### config.mk
export PLATFORM = sky130hd
export DESIGN_NAME = hvt_front
export DESIGN_NICKNAME = d
export VERILOG_FILES = /design/src/rtl/core/homogeneous_vertex_transform_defines.svh /design/src/rtl/core/hvt_pkg.sv /design/src/rtl/core/hvt_front.sv
export SDC_FILE = /design/constraint.sdc
export NUM_CORES = 1
export LEC_CHECK = 0
export BUFFER_PORTS_ARGS = -buffer_cell sky130_fd_sc_hd__buf_2
export CAP_MARGIN = 30
export CORE_ASPECT_RATIO = 0.75
export CORE_MARGIN = 2
export CORE_UTILIZATION = 45
export CTS_CLUSTER_DIAMETER = 120
export DETAILED_ROUTE_END_ITERATION = 10
export GPL_TIMING_DRIVEN = 1
export PLACE_DENSITY = 0.65
export RECOVER_POWER = 50
export SLEW_MARGIN = 30
export SYNTH_ARGS = -nofsm -noshare
export SYNTH_HDL_FRONTEND = slang
export SYNTH_SLANG_ARGS = --single-unit
### constraint.sdc
create_clock -name i_clk -period 6.25 [get_ports i_clk]
set_clock_uncertainty 0.15 [all_clocks]
set_input_delay 0.3125 -clock i_clk [delete_from_list [all_inputs] [get_ports i_clk]]
set_output_delay 0.3125 -clock i_clk [all_outputs]
set_load 0.005 [all_outputs]
### src/rtl/core/homogeneous_vertex_transform_defines.svh
// ----------------------------------------------------------------------------
// homogeneous vertex transform assertion macros
// shared assertion helpers, empty in synthesis
// ----------------------------------------------------------------------------
`ifndef HOMOGENEOUS_VERTEX_TRANSFORM_DEFINES_SVH
`define HOMOGENEOUS_VERTEX_TRANSFORM_DEFINES_SVH

`ifndef SYNTHESIS
`define HVT_ASSERT_IMPLIES(lbl, clk, rst_n, ante, cons) \
    lbl: assert property (@(posedge clk) disable iff (!rst_n) (ante) |-> (cons)) \
        else $error("assertion failed");
`define HVT_ASSERT_NEVER(lbl, clk, rst_n, expr) \
    lbl: assert property (@(posedge clk) disable iff (!rst_n) !(expr)) \
        else $error("assertion failed");
`else
`define HVT_ASSERT_IMPLIES(lbl, clk, rst_n, ante, cons)
`define HVT_ASSERT_NEVER(lbl, clk, rst_n, expr)
`endif

`endif

### src/rtl/core/hvt_pkg.sv
// ----------------------------------------------------------------------------
// hvt_pkg
// widths, opcodes and shared types of the vertex transform
// ----------------------------------------------------------------------------
`default_nettype none

package hvt_pkg;

    localparam int VW      = 32;
    localparam int FB      = 16;
    localparam int PW      = 2 * VW;
    localparam int SW      = 2 * VW + 2;
    localparam int MW      = SW - 1;
    localparam int NW      = MW + FB;
    localparam int QW      = VW;
    localparam int CW      = MW + QW;
    localparam int DIV_LAT = QW + 1;
    localparam int QD      = 4;
    localparam int QAW     = $clog2(QD);
    localparam int QCW     = $clog2(QD + 1);

    localparam logic [2:0] OP_LOAD    = 3'd0;
    localparam logic [2:0] OP_PT_COL  = 3'd1;
    localparam logic [2:0] OP_PT_ROW  = 3'd2;
    localparam logic [2:0] OP_DIR_COL = 3'd3;
    localparam logic [2:0] OP_DIR_ROW = 3'd4;

    typedef struct packed {
        logic           is_load;
        logic           point;
        logic           trans;
        logic [3:0]     idx;
        logic [VW-1:0]  val;
        logic [VW-1:0]  x;
        logic [VW-1:0]  y;
        logic [VW-1:0]  z;
    } t_q_entry;

    typedef struct packed {
        logic                 point;
        logic                 zero;
        logic [2:0]           neg;
        logic [2:0][VW-1:0]   dval;
        logic                 dsat;
    } t_side;

endpackage

`default_nettype wire

### src/rtl/core/hvt_front.sv
// ----------------------------------------------------------------------------
// hvt_front
// accepts beats, decodes the opcode and queues work for the back end
// ----------------------------------------------------------------------------
`default_nettype none

module hvt_front import hvt_pkg::*; (
    input  wire logic           i_clk,
    input  wire logic           i_rst_n,
    input  wire logic           i_in_valid,
    output logic                o_in_ready,
    input  wire logic [2:0]     i_opcode,
    input  wire logic [3:0]     i_entry_index,
    input  wire logic [VW-1:0]  i_entry_value,
    input  wire logic [VW-1:0]  i_in_x,
    input  wire logic [VW-1:0]  i_in_y,
    input  wire logic [VW-1:0]  i_in_z,
    input  wire logic           i_pop,
    output logic                o_avail,
    output t_q_entry            o_entry
);

    t_q_entry         r_mem [0:QD-1];
    logic [QAW-1:0]   r_wptr, r_rptr;
    logic [QCW-1:0]   r_cnt, n_cnt;
    logic             keep, push, pop;
    t_q_entry         w_entry;

    always_comb begin
        w_entry         = '0;
        w_entry.idx     = i_entry_index;
        w_entry.val     = i_entry_value;
        w_entry.x       = i_in_x;
        w_entry.y       = i_in_y;
        w_entry.z       = i_in_z;
        keep            = 1'b1;
        case (i_opcode)
            OP_LOAD:    w_entry.is_load = 1'b1;
            OP_PT_COL:  w_entry.point   = 1'b1;
            OP_PT_ROW: begin
                w_entry.point = 1'b1;
                w_entry.trans = 1'b1;
            end
            OP_DIR_COL: w_entry.point   = 1'b0;
            OP_DIR_ROW: w_entry.trans   = 1'b1;
            default:    keep            = 1'b0;
        endcase
    end

    assign o_in_ready = (r_cnt != QCW'(QD));
    assign o_avail    = (r_cnt != '0);
    assign push       = i_in_valid && o_in_ready && keep;
    assign pop        = i_pop && o_avail;
    assign o_entry    = r_mem[r_rptr];

    always_comb begin
        n_cnt = r_cnt;
        case ({push, pop})
            2'b10:   n_cnt = r_cnt + 1'b1;
            2'b01:   n_cnt = r_cnt - 1'b1;
            default: n_cnt = r_cnt;
        endcase
    end

    always_ff @(posedge i_clk) begin
        if (push) begin
            r_mem[r_wptr] <= w_entry;
        end
    end

    always_ff @(posedge i_clk) begin
        if (!i_rst_n) begin
            r_wptr <= '0;
            r_rptr <= '0;
            r_cnt  <= '0;
        end else begin
            r_cnt <= n_cnt;
            if (push) begin
                r_wptr <= r_wptr + 1'b1;
            end
            if (pop) begin
                r_rptr <= r_rptr + 1'b1;
            end
        end
    end

endmodule

`default_nettype wire

==> results of run 1 <==
==> power breakdown <==
part | internal (mW) | total, mW | switching, mW
sequential | 4.27 | 4.36 | 0.0919
combinational | 0.998 | 1.84 | 0.838
clock | 1.65 | 2.92 | 1.27
total | 6.92 | 9.12 | 2.20
==> flip-flops by register name, summed over array words and instances (netlist names), named ones only <==
register / cells
r_cnt: 3
r_rptr: 2
r_mem: 540
r_wptr: 2
==> routing by layer <==
metal  routed length, µm  up-vias  track usage
li1                    -     4190            -
met1               16300     4901        0.225
met2               18600      249        0.269
met3                2430       62       0.0433
met4                 722        0       0.0405
met5                   0        -            0
==> critical path, stage by stage <==
cell and delay (ps):
dlygate4sd3_1 540, clkbuf_1 150, o21ai_0 210, and3_1 360, and2_0 2170, buf_12 430
==> cells in the final DEF (no fill, tap or decap), drive strengths merged <==
cell	count
edfxtp	540
clkbuf	198
buf	152
dlygate4sd3	136
mux4	135
clkinv	26
dfxtp	9
inv	8
and2	7
xnor2	5
nand2	5
ha	5
o21ai	3
bufinv	3
diode	2
nor2	2
or3	2
mux2i	2
nor2b	2
o31a	1
or3b	1
nor3	1
and3	1
o311ai	1
xor2	1
a21boi	1
fa	1
clkinvlp	1
==> logic make-up after synthesis <==
group / after synthesis
flops: 549
mux: 137
buf+inv: 38
simple gates: 21
compound gates: 6
xor+xnor: 6
fa+ha+maj: 6
==> cell usage after synthesis, types with 2 or more instances <==
master	instances	area (µm²)
and2_1	3	18.8
and2_2	4	30.0
buf_1	2	7.51
buf_2	8	40.0
buf_4	8	60.1
buf_6	7	78.8
clkbuf_1	7	26.3
dfxtp_1	9	180
edfxtp_1	540	16200
ha_1	5	62.6
inv_1	6	22.5
mux2i_1	2	20.0
mux4_2	135	3040
nand2_1	5	18.8
nor2_1	2	7.51
nor2b_1	2	12.5
o21ai_0	3	15.0
or3_2	2	15.0
xnor2_1	5	43.8
==> per-stage QoR <==
| stage | hold slack (ps) | std cells |
|---|---|---|
| final | 44.5 | 1829 |
| after global routing | 96.9 | 1829 |
| after CTS | 25.3 | 1824 |
| after detailed placement | 352 | 1593 |
| after global placement | 340 | 1592 |
| after floorplan | 261 | 763 |
==> how the worst min path moves through the flow <==
stage	endpoint	depth (start not counted)	slack, ps	from
4_1_cts	r_rptr[0]$_SDFFE_PN0P_	4	30	i_pop
6_report	r_rptr[0]$_SDFFE_PN0P_	4	40	i_pop
2_1_floorplan	r_mem[0][0]$_DFFE_PP_	0	260	i_in_z[0]
3_3_place_gp	r_wptr[1]$_SDFFE_PN0P_	2	340	r_wptr[1]$_SDFFE_PN0P_
5_1_grt	flop	4	100	i_pop
3_5_place_dp	r_wptr[0]$_SDFFE_PN0P_	2	350	r_wptr[0]$_SDFFE_PN0P_
==> final cells by class <==
cell class | count | area share
multi-input combinational | 176 | 0.135
sequential | 549 | 0.659
inverter | 6 | 0.000905
timing repair buffer | 423 | 0.112
clock inverter | 32 | 0.00955
clock buffer | 63 | 0.0539
antenna | 2 | 0.000201
tap | 578 | 0.0291
==> metrics, run 1 <==
Final Slew Violations 54; Pwr Density 366 mW/mm²; RSZ-0062 raised after global routing no; worst slack, placed 3240 ps; WS Path Type input pin to flop; post-cts resize count 0; R2R cell count 4; R2R Setup Slk 2050 ps; DR iter-0 viols 548; critical path endpoint r_mem[2][1]$_DFFE_PP_; Max Cap Viol 2; CTS hold repair buffers between 100 and 150; CP Data Required Time about 6300 ps; leakage ~8 nW; area grow syn2layout 24.5%; NumNets Final ~1,400; Synth Area in Compound Gates 0.00207; fillcell total between 3,000 and 4,000; fin crit period about 4300 ps; Placeable Area 0.0436 mm²; Unique masters post-synth 27; Syn Std Cell Area roughly 0.020 mm²; Clk Tree Root Cell clkbuf_16; outcome complete, but fails checks; Reg area between 0.015 and 0.02 mm²; Seq/Total Area, Yosys 0.820; Seq cells post-synth approximately 550; final setup fails 0; Syn Area/Cell around 26 µm²; setup repair bufs after CTS 0; maximum root-to-sink buffer count 3; largest net degree at the start of global routing 130; worst hold-check path type input pin to flop; CP endpoint kind flop; drt via density a little over 5; TritonCTS buffer count slightly above 50; Worst Path Max Fanout between 70 and 80; Detail Route Antenna Nets 0; startpoint types input pin; overflow left after global routing 0; first-pass GRT wire length roughly 60,000 µm; post-synthesis xor/xnor area fraction 0.00263; maximum VDD drop around 0.00027 V; die width approximately 250 µm; initial antenna violation count 2; CTS sink count about 550; Hold Fails Final Rpt 0; Layout Utilization 0.571; CTS tree yes; Port-buffer cells about 280; Syn Nets 908; Post-Syn Instances 763; main combinational cell family by area after synthesis multiplexers; adder-cell share of the synthesized area 0.00413; CTS clk-pin slew, worst paths around 60 ps; CTS H-tree depth 2; Total GRT Usage 0.166; placed inst area 0.0220 mm²; Die Span Y approximately 190 µm; mux contribution to synthesized area 0.153; Setup TNS Final 0 ps; IO Pins 276; Std-Cell Rows 66; simple logic cell fraction of the synthesized area 0.00613; critical path arrival approximately 4300 ps; layout cells sized above 1 0.287; via count around 9,400; final period utilization 0.682; area of the multi-input gates around 0.0034 mm²; ys async rst share 0; total power draw 9.12 mW; Main synth FF type edfxtp_1; Synthesis Warnings 0; wire per inst between 20 and 25 µm; drt drc 0; RR Endpoint r_mem[2][1]$_DFFE_PP_; die area 0.0461 mm²; Post-Route WL ~38,000 µm; Initial Util 0.458; failing checks capacitance limit, slew limit; worst setup path startpoint i_opcode[1]; vias in the first global route between 10,000 and 15,000; First-pass DRT Iterations 5; min setup slack post-route around 2000 ps; EDFF count, synth between 500 and 600; GPL Wtd Cong a little over 0.7; relative slew slack -0.961; worst skew pair latency between 500 and 600 ps; Slew @ Worst Pin just under 3000 ps; design area between 0.02 and 0.025 mm²; f_max ~0.23 GHz; worst flop-to-flop path startpoint r_cnt[0]$_SDFFE_PN0P_; DP Wirelength between 20,000 and 25,000 µm
No activity file was read; power rests on OpenSTA's default activity.
==> inputs of run 2 (changes only) <==
--- a/config.mk
+++ b/config.mk
@@ -5,6 +5,7 @@
 export SDC_FILE = /design/constraint.sdc
 export NUM_CORES = 1
 export LEC_CHECK = 0
+export ABC_AREA = 1
 export BUFFER_PORTS_ARGS = -buffer_cell sky130_fd_sc_hd__buf_2
 export CAP_MARGIN = 30
 export CORE_ASPECT_RATIO = 0.75
@@ -13,7 +14,7 @@
 export CTS_CLUSTER_DIAMETER = 120
 export DETAILED_ROUTE_END_ITERATION = 10
 export GPL_TIMING_DRIVEN = 1
-export PLACE_DENSITY = 0.65
+export PLACE_DENSITY = 0.67
 export RECOVER_POWER = 50
 export SLEW_MARGIN = 30
 export SYNTH_ARGS = -nofsm -noshare
==> constraint.sdc (replaced) <==
create_clock -name i_clk -period 3.9 [get_ports i_clk]
set_clock_uncertainty 0.15 [all_clocks]
set_input_delay 0.195 -clock i_clk [delete_from_list [all_inputs] [get_ports i_clk]]
set_output_delay 0.195 -clock i_clk [all_outputs]
set_load 0.005 [all_outputs]
==> run 2 against run 1 <==
  * The run still ends with capacitance limit, slew limit left
  * Count of clock-buffer cells in the layout up 2
  * Area after synthesis up 2.8%
  * Clock power up 68%
  * Total power is 66% higher
  * Critical endpoint is now r_mem[1][115]$_DFFE_PP_
  * Worst hold slack gained 210 ps
==> metrics, run 2 <==
Total GRT Usage 0.189; final cell count without fillers between 2,000 and 2,500; Pwr Density around 600 mW/mm²; Seq/Total Area, Yosys 0.798; wire per inst 18.7 µm; drt drc 0; Met3 Wirelength 3080 µm; fillcell total around 3,500; ys async rst share 0; final period utilization 0.794; Post-Route WL approximately 45,000 µm; Die Span Y 189 µm; worst skew pair latency between 500 and 600 ps; Syn Nets roughly 1,500; die width about 250 µm; top-area cell type share of the netlist area 0.789; IO Pins 276; Std-Cell Rows 67; Syn Area/Cell between 10 and 15 µm²; relative slew slack -0.276; CP bufs+invs 4; WL met2 around 21,000 µm; Top reg by flops r_mem; TritonCTS buffer count 53; Crit path top cell by count nand2_1; met1 wire length 20,000 µm; DP Wirelength ~24,000 µm; CTS H-tree depth 2; top post-synthesis cells by area edfxtp_1 (79%), nor2_1 (5.2%), o21ai_0 (4.9%); maximum VDD drop 0.000387 V; Max Used Layer met4; initial antenna violation count 2; drt via density between 5 and 6; First-pass DRT Iterations 5; failing checks capacitance limit, slew limit; highest-count cells in the layout ignoring fill and taps edfxtp_1 (540), nor2_1 (281), o21ai_0 (201); RSZ-0062 raised after global routing no; fin crit period 3100 ps; f_max 0.323 GHz; final setup fails 0; Post-synth top cells edfxtp_1 (540), nor2_1 (283), o21ai_0 (201); Port-buffer cells approximately 280; GPL Wtd Cong 0.783; CTS clk-pin slew, worst paths roughly 60 ps; DP Cell Count 2,182; Placeable Area roughly 0.045 mm²; CTS tree yes; Synth area leader edfxtp_1; Seq cells post-synth 549; largest net degree at the start of global routing between 150 and 200; Crit path largest cell delay ~1300 ps; Syn Std Cell Area roughly 0.02 mm²; biggest regs r_mem x540, r_cnt x3; vias in the first global route 12,800; Setup TNS Final 0 ps; slowest cell on the critical path clkbuf_2; CP endpoint kind flop; overflow left after global routing 0; WS Path Type input pin to flop; worst hold-check path type input pin to flop; first-pass GRT wire length between 70,000 and 80,000 µm; area grow syn2layout 23.3%; Initial Util 0.458; startpoint types input pin; EDFF count, synth between 500 and 600; layout cells sized above 1 0.133; commonest non-fill, non-tap cell in the layout edfxtp_1; die area about 0.047 mm²; outcome complete, but fails checks; via count approximately 13,000; max reg flops 540; Worst Path Max Fanout 60; most frequent cell after synthesis edfxtp_1; leakage approximately 8.6 nW; placed inst area between 0.02 and 0.025 mm²; CTS sink count about 550; Slew @ Worst Pin 1910 ps; Clk Tree Root Cell clkbuf_16; Main synth FF type edfxtp_1; DR iter-0 viols about 950; post-cts resize count 0; maximum root-to-sink buffer count 3; NumNets Final between 1,500 and 2,000; CP Cell Sequence dlygate4sd3_1 > clkbuf_1 > inv_1 > nand2_1 > nand2_1 > nand3_1 > nor2_1 > clkbuf_2; design area 0.0253 mm²; Post-Syn Instances 1,386; Max Cap Viol 2; area of the multi-input gates 0.00351 mm²; Reg area 0.0164 mm²; Worst path top cell family by delay buffers and inverters; critical path arrival approximately 3100 ps; Unique masters post-synth 24; Synthesis Warnings 0; Hold Fails Final Rpt 0; CP Data Required Time between 3000 and 4000 ps; Final Slew Violations approximately 130; Detail Route Antenna Nets 0
## run 2: final timing paths
path	startpoint	depth (start not counted)	endpoint	slack [ps]
worst max register to register	r_cnt[1]$_SDFFE_PN0P_	5	r_mem[1][115]$_DFFE_PP_	810
worst max-delay path	i_opcode[0]	8	r_mem[1][115]$_DFFE_PP_	800
worst min register to register	r_rptr[0]$_SDFFE_PN0P_	2	r_rptr[0]$_SDFFE_PN0P_	390
worst min-delay path	i_in_y[30]	2	r_mem[3][62]$_DFFE_PP_	250
## run 2: worst reg2reg max path, cell delays in order (launching register included)
cell	delay (ps)
dfxtp_1	340
nor2_1	70
nand2_1	110
nand3_1	320
nor2_1	330
clkbuf_2	1320
## run 2: cell type report
type / count / share of cell area
flip-flops and latches: 549 / 0.647
multi-input cells: 727 / 0.138
repair buffers: 438 / 0.116
clock buffers: 65 / 0.0558
well taps: 586 / 0.0289
clock inverters: 30 / 0.00982
inverters: 22 / 0.00365
diodes: 2 / 0.000197
## run 2: cells by family (layout without fill, tap and decap cells)
| group | Yosys count | in the layout | share of synthesized area |
|---|---|---|---|
| other | 0 | 2 | 0 |
| AOI/OAI and AO/OA | 413 | 413 | 0.109 |
| and+or+nand+nor | 308 | 308 | 0.0569 |
| adders and majority gates | 6 | 6 | 0.00402 |
| buffers and inverters | 110 | 555 | 0.0324 |
| DFF | 549 | 549 | 0.798 |
## run 2: power breakdown
group          total (mW)  internal, mW  switching (mW)
logic                3.22          1.16            2.06
clock network        4.92          2.83            2.09
registers            6.95          6.85           0.103
total                15.1          10.8            4.26
## run 2: per-layer routing
metal,vias up,track usage
met2,438,0.306
met3,68,0.0377
met5,-,0
met1,6261,0.261
met4,0,0.0541
li1,6037,-
## run 2: metrics by stage
stage | utilization | setup slack [ps] | hold WS, ps | power, mW
6_report | 0.565 | 803 | 252 | 15.1
5_1_grt | 0.565 | 553 | 261 | 15.8
4_1_cts | 0.570 | 851 | 166 | 15.3
3_5_place_dp | 0.501 | 1290 | 260 | 10.2
3_3_place_gp | 0.501 | 1340 | 257 | 10.1
2_1_floorplan | - | -1000 | 144 | 9.01
## run 2: what timing repair did
action	4_1_cts	5_1_grt
endpoints found under the setup margin	0	0
setup buffers	0	0
endpoints found under the hold margin	549	0
hold buffers	140	0
==> inputs of run 3 (changes only) <==
--- a/config.mk
+++ b/config.mk
@@ -14,7 +14,7 @@
 export CTS_CLUSTER_DIAMETER = 120
 export DETAILED_ROUTE_END_ITERATION = 10
 export GPL_TIMING_DRIVEN = 1
-export PLACE_DENSITY = 0.67
+export PLACE_DENSITY = 0.65
 export RECOVER_POWER = 50
 export SLEW_MARGIN = 30
 export SYNTH_ARGS = -nofsm -noshare
==> constraint.sdc (replaced) <==
create_clock -name i_clk -period 3.2 [get_ports i_clk]
set_clock_uncertainty 0.15 [all_clocks]
set_input_delay 0.16 -clock i_clk [delete_from_list [all_inputs] [get_ports i_clk]]
set_output_delay 0.16 -clock i_clk [all_outputs]
set_load 0.005 [all_outputs]
==> run 3 against run 2 <==
  * The flow now finishes without violations
  * Combinational power up 23%
  * Worst hold slack lost 24 ps
  * Routed wire length increased by 0.74%
  * Utilization down 0.10 points
  * Critical path type is now flop to flop
  * Global-route usage grew 0.12 points
  * Largest power group unchanged
  * Worst setup slack got worse by 420 ps
  * Critical path depth shrank 3
  * Critical endpoint is now r_mem[3][98]$_DFFE_PP_
  * Cell area shrank 0.18%
  * Sequential power increased by 22%
==> metrics, run 3 (same netlist as run 2, synthesis figures left out) <==
Layout Utilization 0.564; IO Pins between 200 and 300; Clk Tree Root Cell clkbuf_16; Port-buffer cells 275; worst skew pair latency about 580 ps; Top reg by flops r_mem; RR Endpoint r_mem[3][98]$_DFFE_PP_; maximum root-to-sink buffer count 3; DR iter-0 viols between 1,000 and 1,500; TritonCTS buffer count between 50 and 60; Max Cap Viol 0; R2R cell count 5; worst setup path startpoint r_cnt[1]$_SDFFE_PN0P_; Hold Fails Final Rpt 0; Initial Util 0.458; Total GRT Usage 0.190; area grow syn2layout 23.1%; Slew @ Worst Pin ~1400 ps; CP endpoint kind flop; worst flop-to-flop path startpoint r_cnt[1]$_SDFFE_PN0P_; final period utilization 0.880; WS Path Type flop to flop; via count approximately 13,000; commonest non-fill, non-tap cell in the layout edfxtp_1; NumNets Final roughly 1,900; CTS clk-pin slew, worst paths about 70 ps; CTS tree yes; GPL Wtd Cong between 0.7 and 0.8; Pwr Density 723 mW/mm²; DP Wirelength roughly 24,000 µm; biggest regs r_mem x540, r_cnt x3; post-cts resize count 0; RSZ-0062 raised after global routing no; critical path arrival 2840 ps; first-pass GRT wire length roughly 70,000 µm; die area ~0.047 mm²; fillcell total around 3,600; outcome completed; Placeable Area between 0.04 and 0.05 mm²; Post-Route WL 45,600 µm; startpoint types flop; Worst Path Max Fanout 44; CP Data Required Time 3220 ps; layout cells sized above 1 0.132; max reg flops 540; Detail Route Antenna Nets 0; wire per inst between 15 and 20 µm; CTS H-tree depth 2; drt drc 0; f_max about 0.36 GHz; final setup fails 0; fin crit period between 2000 and 3000 ps; vias in the first global route ~13,000; overflow left after global routing 0; area of the multi-input gates between 0.003 and 0.004 mm²; Setup TNS Final 0 ps; critical path endpoint r_mem[3][98]$_DFFE_PP_; Die Span Y between 150 and 200 µm; initial antenna violation count 4; relative slew slack 0.0843; drt via density approximately 5.3; Std-Cell Rows 67; leakage 8.53 nW; Final Slew Violations 0; CTS sink count roughly 550; R2R Setup Slk just under 400 ps; Reg area 0.0164 mm²; die width approximately 250 µm; maximum VDD drop roughly 0.0007 V; First-pass DRT Iterations 5; largest net degree at the start of global routing about 160; highest-count cells in the layout ignoring fill and taps edfxtp_1 (540), nor2_1 (280), o21ai_0 (201); worst hold-check path type input pin to flop
[run 3: cell count changes in the layout (fill, tap and decap cells not counted), sizes merged]
cell,change
diode,+1
clkinv,-1
dlygate4sd3,+2
clkbuf,-1
clkinvlp,+3
buf,-3
[run 3: critical path: stages (launching register included)]
cell and delay [ps]:
dfxtp_1 360, nor2_1 70, nand2_1 130, nand3_1 350, nor2_4 260, clkbuf_2 1020
[run 3: where the power goes]
group	switching, mW	internal [mW]
Combinational	2.53	1.42
Sequential	0.122	8.35
Clock	2.53	3.35
Total	5.18	13.1
[run 3: timing repair]
item | 4_1_cts | 5_1_grt
hold endpoints to repair | 549 | 0
hold buffers | 142 | 0
setup buffers | 0 | 0
[run 3: worst min path at each step]
stage / from / endpoint / depth (start not counted)
after global placement: i_in_z[5] / r_mem[3][5]$_DFFE_PP_ / 1
final: i_in_z[28] / r_mem[0][28]$_DFFE_PP_ / 2
after global routing: i_in_y[3] / r_mem[1][35]$_DFFE_PP_ / 2
after CTS: i_in_y[3] / r_mem[2][35]$_DFFE_PP_ / 2
after floorplan: i_in_z[0] / r_mem[0][0]$_DFFE_PP_ / 0
after detailed placement: i_in_x[24] / r_mem[2][88]$_DFFE_PP_ / 1
[run 3: metrics by stage]
step | worst slack [ps] | hold WS [ps] | instances | instance area (µm²) | power, mW
3_5_place_dp | 1040 | 227 | 2179 | 22500 | 12.5
4_1_cts | 403 | 141 | 2417 | 25500 | 18.5
5_1_grt | 229 | 230 | 2420 | 25300 | 19.1
3_3_place_gp | 1060 | 222 | 2179 | 22500 | 12.4
2_1_floorplan | -55.4 | 109 | 1386 | 20600 | 11.0
6_report | 386 | 228 | 2420 | 25300 | 18.3
[run 3: per-layer routing]
layer | track usage | part of all wire | vias up | wire, µm
met1 | 0.254 | 0.43 | 6257 | 19800
met3 | 0.0452 | 0.073 | 71 | 3340
met5 | 0 | 0.00024 | - | 11
li1 | - | - | 6043 | -
met4 | 0.0544 | 0.021 | 2 | 964
met2 | 0.311 | 0.47 | 419 | 21500
[run 3: area by class of cell]
cell class | instances | share of cell area
Sequential cell | 549 | 0.648
Multi-Input combinational cell | 727 | 0.139
Timing Repair Buffer | 437 | 0.115
Clock buffer | 64 | 0.0541
Tap cell | 586 | 0.0290
Clock inverter | 32 | 0.0102
Inverter | 22 | 0.00366
Antenna cell | 3 | 0.000297
